===== src/rtl/core/bounded_deque_with_indexed_read_macros.svh =====
// assertion macros for the bounded deque
`ifndef BOUNDED_DEQUE_WITH_INDEXED_READ_MACROS_SVH
`define BOUNDED_DEQUE_WITH_INDEXED_READ_MACROS_SVH

// same-cycle implication
`define BDQ_ASSERT_NOW(label, ante, cons, msg) \
  label: assert property (@(posedge clk_i) disable iff (!rst_ni) (ante) |-> (cons)) \
    else $error(msg);

// next-cycle implication
`define BDQ_ASSERT_NEXT(label, ante, cons, msg) \
  label: assert property (@(posedge clk_i) disable iff (!rst_ni) (ante) |=> (cons)) \
    else $error(msg);

`endif


===== src/rtl/core/bdq_pkg.sv =====
// types and constants of the bounded deque
package bdq_pkg;

  localparam int unsigned CmdW    = 3;
  localparam int unsigned ValueW  = 32;
  localparam int unsigned PosW    = 4;
  localparam int unsigned DataW   = 32;
  localparam int unsigned CountW  = 5;
  localparam int unsigned StatusW = 2;
  localparam int unsigned InW     = 40;
  localparam int unsigned OutW    = 40;

  typedef enum logic [CmdW-1:0] {
    CMD_PUSH_FRONT = 3'd0,
    CMD_PUSH_BACK  = 3'd1,
    CMD_POP_FRONT  = 3'd2,
    CMD_POP_BACK   = 3'd3,
    CMD_READ_INDEX = 3'd4,
    CMD_READ_FRONT = 3'd5,
    CMD_READ_BACK  = 3'd6
  } cmd_e;

  typedef enum logic [StatusW-1:0] {
    ST_OK    = 2'd0,
    ST_EMPTY = 2'd1,
    ST_FULL  = 2'd2,
    ST_RANGE = 2'd3
  } status_e;

endpackage


===== src/rtl/core/bdq_ram.sv =====
// single-port synchronous ram with registered read
module bdq_ram #(
  parameter int unsigned WIDTH = 32,
  parameter int unsigned DEPTH = 16
) (
  input  logic                     clk_i,
  input  logic                     en_i,
  input  logic                     we_i,
  input  logic [$clog2(DEPTH)-1:0] addr_i,
  input  logic [WIDTH-1:0]         wdata_i,
  output logic [WIDTH-1:0]         rdata_o
);

  logic [WIDTH-1:0] mem_q [DEPTH];
  logic [WIDTH-1:0] rdata_q;

  always_ff @(posedge clk_i) begin
    if (en_i) begin
      if (we_i) begin
        mem_q[addr_i] <= wdata_i;
      end else begin
        rdata_q <= mem_q[addr_i];
      end
    end
  end

  assign rdata_o = rdata_q;

endmodule


===== src/rtl/core/bounded_deque_with_indexed_read.sv =====
// bounded double-ended queue held as a ring in one ram, with indexed read
//
//  channel  dir  fields (tdata from bit 0 up)
//  s_axis   in   command[2:0], value[34:3], position[38:35], zero pad[39]
//  m_axis   out  data[31:0], count[36:32], is_empty[37], status[39:38]
//
// one command per cycle while results are taken; each result passes through the
// registered ram read and then the output register
// head and count sit in flops and update at acceptance, so the next command sees them
// a held result stalls the ram stage, which then stops input; ram data waits there
// reset clears head, count and both stage valids; ram contents stay undefined
module bounded_deque_with_indexed_read #(
  parameter int unsigned DEPTH      = 16,
  parameter int unsigned DATA_WIDTH = 32
) (
  input  logic                      clk_i,
  input  logic                      rst_ni,
  input  logic                      s_axis_tvalid,
  output logic                      s_axis_tready,
  input  logic [bdq_pkg::InW-1:0]   s_axis_tdata,  // command, value, position
  output logic                      m_axis_tvalid,
  input  logic                      m_axis_tready,
  output logic [bdq_pkg::OutW-1:0]  m_axis_tdata   // data, count, is_empty, status
);

  localparam int unsigned PtrW = $clog2(DEPTH);
  localparam int unsigned CntW = $clog2(DEPTH + 1);
  localparam int unsigned SumW = CntW + 1;
  localparam int unsigned CmpW = (CntW > bdq_pkg::PosW) ? CntW : bdq_pkg::PosW;
  localparam int unsigned ExtW = (DATA_WIDTH > bdq_pkg::DataW) ? DATA_WIDTH : bdq_pkg::DataW;
  localparam int unsigned CoW  = (CntW > bdq_pkg::CountW) ? CntW : bdq_pkg::CountW;

  function automatic logic [PtrW-1:0] wrap_add(logic [PtrW-1:0] base, logic [CntW-1:0] off);
    logic [SumW-1:0] sum;
    sum = SumW'(base) + SumW'(off);
    if (sum >= SumW'(DEPTH)) begin
      sum = sum - SumW'(DEPTH);
    end
    return sum[PtrW-1:0];
  endfunction

  // state
  logic [PtrW-1:0] head_q, head_d;
  logic [CntW-1:0] count_q, count_d;

  // ram stage
  logic                 s1_valid_q;
  logic                 s1_rd_q;
  logic [CntW-1:0]      s1_count_q;
  bdq_pkg::status_e     s1_status_q;

  // output register
  logic                    out_valid_q;
  logic [bdq_pkg::DataW-1:0]  out_data_q;
  logic [bdq_pkg::CountW-1:0] out_count_q;
  logic                    out_empty_q;
  bdq_pkg::status_e        out_status_q;

  bdq_pkg::cmd_e            cmd;
  logic [bdq_pkg::ValueW-1:0] val;
  logic [bdq_pkg::PosW-1:0] pos;
  logic [CmpW-1:0]          pos_ext;
  logic [CmpW-1:0]          cnt_ext;
  logic [ExtW-1:0]          val_ext;
  logic [ExtW-1:0]          rd_ext;
  logic [CoW-1:0]           cnt_out_ext;

  logic                   s_fire, s1_adv;
  logic                   is_empty, is_full;
  logic                   mem_en, mem_we, rd_flag;
  logic [PtrW-1:0]        mem_addr;
  logic [DATA_WIDTH-1:0]  mem_wdata, mem_rdata;
  bdq_pkg::status_e       status;

  assign cmd     = bdq_pkg::cmd_e'(s_axis_tdata[2:0]);
  assign val     = s_axis_tdata[34:3];
  assign pos     = s_axis_tdata[38:35];
  assign pos_ext = CmpW'(pos);
  assign cnt_ext = CmpW'(count_q);
  assign val_ext = ExtW'(val);
  assign mem_wdata = val_ext[DATA_WIDTH-1:0];

  assign is_empty = (count_q == '0);
  assign is_full  = (count_q == CntW'(DEPTH));

  assign s1_adv        = !out_valid_q || m_axis_tready;
  assign s_axis_tready = !s1_valid_q || s1_adv;
  assign s_fire        = s_axis_tvalid && s_axis_tready;

  always_comb begin
    head_d   = head_q;
    count_d  = count_q;
    mem_en   = 1'b0;
    mem_we   = 1'b0;
    mem_addr = head_q;
    rd_flag  = 1'b0;
    status   = bdq_pkg::ST_OK;
    unique case (cmd)
      bdq_pkg::CMD_PUSH_FRONT, bdq_pkg::CMD_PUSH_BACK: begin
        if (is_full) begin
          status = bdq_pkg::ST_FULL;
        end else begin
          mem_en  = 1'b1;
          mem_we  = 1'b1;
          count_d = count_q + CntW'(1);
          if (cmd == bdq_pkg::CMD_PUSH_FRONT) begin
            head_d   = (head_q == '0) ? PtrW'(DEPTH - 1) : head_q - PtrW'(1);
            mem_addr = head_d;
          end else begin
            mem_addr = wrap_add(head_q, count_q);
          end
        end
      end
      bdq_pkg::CMD_POP_FRONT, bdq_pkg::CMD_READ_FRONT: begin
        if (is_empty) begin
          status = bdq_pkg::ST_EMPTY;
        end else begin
          mem_en   = 1'b1;
          rd_flag  = 1'b1;
          mem_addr = head_q;
          if (cmd == bdq_pkg::CMD_POP_FRONT) begin
            head_d  = (head_q == PtrW'(DEPTH - 1)) ? '0 : head_q + PtrW'(1);
            count_d = count_q - CntW'(1);
          end
        end
      end
      bdq_pkg::CMD_POP_BACK, bdq_pkg::CMD_READ_BACK: begin
        if (is_empty) begin
          status = bdq_pkg::ST_EMPTY;
        end else begin
          mem_en   = 1'b1;
          rd_flag  = 1'b1;
          mem_addr = wrap_add(head_q, count_q - CntW'(1));
          if (cmd == bdq_pkg::CMD_POP_BACK) begin
            count_d = count_q - CntW'(1);
          end
        end
      end
      bdq_pkg::CMD_READ_INDEX: begin
        if (is_empty) begin
          status = bdq_pkg::ST_EMPTY;
        end else if (pos_ext >= cnt_ext) begin
          status = bdq_pkg::ST_RANGE;
        end else begin
          mem_en   = 1'b1;
          rd_flag  = 1'b1;
          mem_addr = wrap_add(head_q, pos_ext[CntW-1:0]);
        end
      end
      default: begin
      end
    endcase
  end

  bdq_ram #(
    .WIDTH (DATA_WIDTH),
    .DEPTH (DEPTH)
  ) u_ram (
    .clk_i   (clk_i),
    .en_i    (s_fire && mem_en),
    .we_i    (mem_we),
    .addr_i  (mem_addr),
    .wdata_i (mem_wdata),
    .rdata_o (mem_rdata)
  );

  always_ff @(posedge clk_i or negedge rst_ni) begin
    if (!rst_ni) begin
      head_q      <= '0;
      count_q     <= '0;
      s1_valid_q  <= 1'b0;
      out_valid_q <= 1'b0;
    end else begin
      if (s_fire) begin
        head_q     <= head_d;
        count_q    <= count_d;
        s1_valid_q <= 1'b1;
      end else if (s1_adv) begin
        s1_valid_q <= 1'b0;
      end
      if (s1_valid_q && s1_adv) begin
        out_valid_q <= 1'b1;
      end else if (m_axis_tready) begin
        out_valid_q <= 1'b0;
      end
    end
  end

  assign rd_ext      = ExtW'(mem_rdata);
  assign cnt_out_ext = CoW'(s1_count_q);

  always_ff @(posedge clk_i) begin
    if (s_fire) begin
      s1_rd_q     <= rd_flag;
      s1_count_q  <= count_d;
      s1_status_q <= status;
    end
    if (s1_valid_q && s1_adv) begin
      out_data_q   <= s1_rd_q ? rd_ext[bdq_pkg::DataW-1:0] : '0;
      out_count_q  <= cnt_out_ext[bdq_pkg::CountW-1:0];
      out_empty_q  <= (s1_count_q == '0);
      out_status_q <= s1_status_q;
    end
  end

  assign m_axis_tvalid = out_valid_q;
  assign m_axis_tdata  = {out_status_q, out_empty_q, out_count_q, out_data_q};

  `include "bounded_deque_with_indexed_read_macros.svh"

  `BDQ_ASSERT_NOW(a_count_bound, 1'b1, count_q <= CntW'(DEPTH), "count above capacity")
  `BDQ_ASSERT_NEXT(a_s1_hold, s1_valid_q && !s1_adv, s1_valid_q && $stable(s1_count_q), "ram stage lost while stalled")
  `BDQ_ASSERT_NEXT(a_full_push, s_fire && is_full && (cmd == bdq_pkg::CMD_PUSH_FRONT || cmd == bdq_pkg::CMD_PUSH_BACK), s1_status_q == bdq_pkg::ST_FULL && $stable(count_q), "push on full changed state")

endmodule

===== config.mk =====
export PLATFORM = sky130hd
export DESIGN_NAME = bounded_deque_with_indexed_read
export DESIGN_NICKNAME = d
export VERILOG_FILES = /design/src/rtl/core/bdq_pkg.sv /design/src/rtl/core/bdq_ram.sv /design/src/rtl/core/bounded_deque_with_indexed_read.sv
export VERILOG_INCLUDE_DIRS = /design/src /design/src/rtl/core
export SDC_FILE = /design/constraint.sdc
export NUM_CORES = 1
export LEC_CHECK = 0
export ABC_AREA = 1
export BUFFER_PORTS_ARGS = -buffer_cell sky130_fd_sc_hd__buf_4
export CELL_PAD_IN_SITES_DETAIL_PLACEMENT = 1
export CELL_PAD_IN_SITES_GLOBAL_PLACEMENT = 1
export CORE_AREA = 8 8 235 237
export CTS_BUF_LIST = sky130_fd_sc_hd__clkbuf_8
export CTS_CLUSTER_DIAMETER = 200
export CTS_CLUSTER_SIZE = 20
export DETAILED_ROUTE_END_ITERATION = 8
export DIE_AREA = 0 0 243 245
export PLACE_DENSITY_LB_ADDON = 0.1
export SKIP_LAST_GASP = 1
export SYNTH_ARGS = -nofsm -noshare
export SYNTH_HDL_FRONTEND = slang
export SYNTH_SLANG_ARGS = --single-unit

===== constraint.sdc =====
create_clock -name clk_i -period 4.84 [get_ports clk_i]
set_input_delay 0.968 -clock clk_i [delete_from_list [all_inputs] [get_ports clk_i]]
set_output_delay 0.968 -clock clk_i [all_outputs]
set_load 0.03 [all_outputs]

==> results.md <==
* Wire per inst at 21.51 um
* Commonest register cell after synthesis: edfxtp_1
* Tightest Hold Check Type: primary input to async pin
* Unrepaired setup endpoints after global routing: false
* EDFF count, synth at 592
* CP Max Fanout at 51
* Total global routing track utilization at 23.31%
* CTS tree: done
* Worst-path cell chain: inv_1, ha_1, nand3_2, nand2_1, clkinv_1, nand4_1, nand2_1, nand2_8, nand2_8, nand3_1, nor2_4, buf_4
* CTS Buf Count at 36
* Num ports at 86
* Dpl ws at 0.6729 ns
* Post-cts resize count at 0
* Layout cells sized above 1 at 8.903%
* Power per Cell Area at 529.0 nW/um^2
* Worst-Margin Slew at 1.054 ns
* Fin. max-slew vios at 0
* Worst slew margin at 29.11%
* Synth top area cells: edfxtp_1, nand2_1, nand3_1
* Combinational fraction of design power at 42.0%
* Fill cells at 5661
* WHS at about 0.14 ns
* Crit. End Element: register
* Most numerous cell in the Yosys netlist: nand2_1
* Iter 0 DRT Violations at 1138
* #FFs+latches synth at 603
* # diodes at 0
* Internal power at 8.690 mW
* Cell Rows at 84
* Register area at roughly 18000 um^2
* Post-synth ARST share at 1.824%
* Part of the power in registers at 42.7%
* First-pass GRT wire length at 108300 um
* Die Y at 245 um
* H-tree level count at 2
* Synthesis Warnings at 0
* Detail Route Antenna Nets at 0
* Fmax at ~250 MHz
* Initial antenna violation count at 2
* Sum of negative setup slack at 0 ns
* Clk sinks at 603
* Cts hold-fix bufs at 0
* Final Hold Violating Endpoints at 0
* Outcome: complete, no violations
* Net Switching at 6.278 mW
* Initial core utilization at 51.04%
* Setup ws final at 0.8379 ns
* Root Buffer: clkbuf_8
* Vias/cell at 5.508
* Post-CTS Setup Repair Bufs at 0
* GR Overflow Total at 0
* Slowest-stage cell, CP: dfrtp_1
* Startpoint class of the critical path: register
* Yosys top cell by area: edfxtp_1
* Placer's final routability congestion estimate at 0.8608
* Final setup skew at 0.04202 ns
* DRC at 0
* Nets at 2617
* Leading cell types by count after synthesis: nand2_1, edfxtp_1, nand3_1, inv_1, buf_2
* Sequential area share after synthesis at 68.40%
* Largest stage delay on the critical path at approximately 0.56 ns
* Max Root-Sink Buffers at 3
* CP Launch Point: cnt_ext[0]
* LEAKAGE at 11.83 nW
* Type of the worst setup path: register to register
* Port bufs at 84
* Layout area overhead at 7.206%
* VDD IR-drop max at 520.3 uV
* Area share of the largest cell type after synthesis at 67.36%
* Crit path arrival time at between 4 and 5 ns
* Area of the multi-input gates at 7163 um^2
* Minimum clock period at 4.002 ns
* Reg2reg end: u_ram.mem_q[11][25]
* Worst-Skew Late Latency at about 0.65 ns
* Worst r2r path cells at 12
* Drt pass-1 iters at 5
* Max cap viols at 0
* Synthesized area at between 20000 and 30000 um^2
* Post-Route WL at 69890 um
* DP HPWL at 39600 um
* Syn Inst Count at 2510
* CORE AREA at 51710 um^2
* Mapped Nets at 2574
* Clock network power share at roughly 15%
* Final setup viols at 0
* R2R Setup Slk at 0.84 ns
* Total die area at 59540 um^2
* Die Span X at 243 um
* Vias at 17900
* Largest net degree at the start of global routing at 142
* Final Core Density at 54.72%
* CP Data Required Time at 5.14 ns
* Worst-path clk slew at 0.12 ns
* Vias in the first global route at 18980
* Tcrit/Tclk final at 82.69%
* Synth Area per Inst at 10.52 um^2
* Reg2reg start: cnt_ext[0]
* Sw frac at 41.94%
* Unique cell type count in the Yosys netlist at 43
[layout make-up]
class,count,area share (%)
inverter,138,1.840
clock buffer,37,1.800
sequential,603,63.80
timing repair buffer,139,3.998
clock inverter,9,0.2034
multi-input combinational,1635,25.32
tap,688,3.042
[cell families after synthesis]
| group | synth area share (%) |
|---|---|
| fa+ha+maj | 1.033 |
| mux | 0.03793 |
| xor+xnor | 0.3651 |
| simple gates | 23.99 |
| flops | 68.40 |
| compound gates | 1.029 |
| buf+inv | 5.148 |
[sequential cells by signal (all words and copies together) (netlist names)]
| name | flops |
|---|---|
| u_ram.mem_q | 512 |
| out_data_q | 32 |
| u_ram.rdata_o | 32 |
| cnt_ext | 5 |
| cnt_out_ext | 5 |
| out_count_q | 5 |
| head_q | 4 |
| out_status_q | 2 |
| s1_status_q | 2 |
| m_axis_tvalid | 1 |
| out_empty_q | 1 |
| s1_rd_q | 1 |
| s1_valid_q | 1 |
[power by group through the flow]
| stage | Combinational, mW | Sequential, mW | Clock, mW |
|---|---|---|---|
| CTS | 6.38 | 6.40 | 2.36 |
| detailed placement | 6.34 | 6.52 | 0 |
| floorplan | 4.45 | 6.55 | 0 |
| global route | 7.09 | 6.43 | 2.48 |
| finish | 6.29 | 6.40 | 2.28 |
| global placement | 6.13 | 6.50 | 0 |
[metal layers]
layer  part of all wire, %  vias up  track usage (%)
met5                 0.039        -                0
met2                    50      351            41.75
met1                    43     9100            29.67
li1                      -     8335                -
met3                   3.9      105            2.761
met4                   2.4        4            6.770
[cells in the final DEF (no fill, tap or decap), drive strengths merged]
cell type,n
a21o,2
a21oi,11
a22oi,1
a31oi,1
and3,2
buf,139
clkbuf,37
clkinv,2
clkinvlp,2
dfrtp,11
edfxtp,592
fa,3
ha,17
inv,143
mux2i,1
nand2,1224
nand3,286
nand3b,2
nand4,4
nor2,38
nor3,3
nor3b,1
nor4,1
o211ai,4
o21ai,19
o22ai,3
o311ai,1
xnor2,2
xor2,9
[worst max-delay path by stage]
stage / endpoint / slack [ns] / depth (start not counted)
finish: u_ram.mem_q[11][25] / 0.84 / 12
global route: u_ram.rdata_o[24] / 0.56 / 20
CTS: u_ram.mem_q[11][23] / 0.80 / 12
detailed placement: u_ram.mem_q[11][18] / 0.67 / 12
global placement: u_ram.mem_q[5][16] / 0.74 / 12
floorplan: u_ram.mem_q[4][0] / 0.44 / 13
[critical path, delay by kind of cell (launching register included)]
kind | cells | cell delay [ns]
AND/OR/NAND/NOR | 8 | 2.07
adder cells (fa/ha/maj) | 1 | 0.32
flip-flops | 1 | 0.56
buffers and inverters | 3 | 0.67
[per-stage QoR]
stage / instance area [um^2] / power [mW] / std cells
2_1_floorplan: 26390 / 11.00 / 2510
3_3_place_gp: 27730 / 12.63 / 3203
3_5_place_dp: 27730 / 12.86 / 3203
4_1_cts: 28290 / 15.13 / 3249
5_1_grt: 28290 / 16.00 / 3249
6_report: 28290 / 14.97 / 3249
Note: power is estimated with default switching activity, not from simulation.
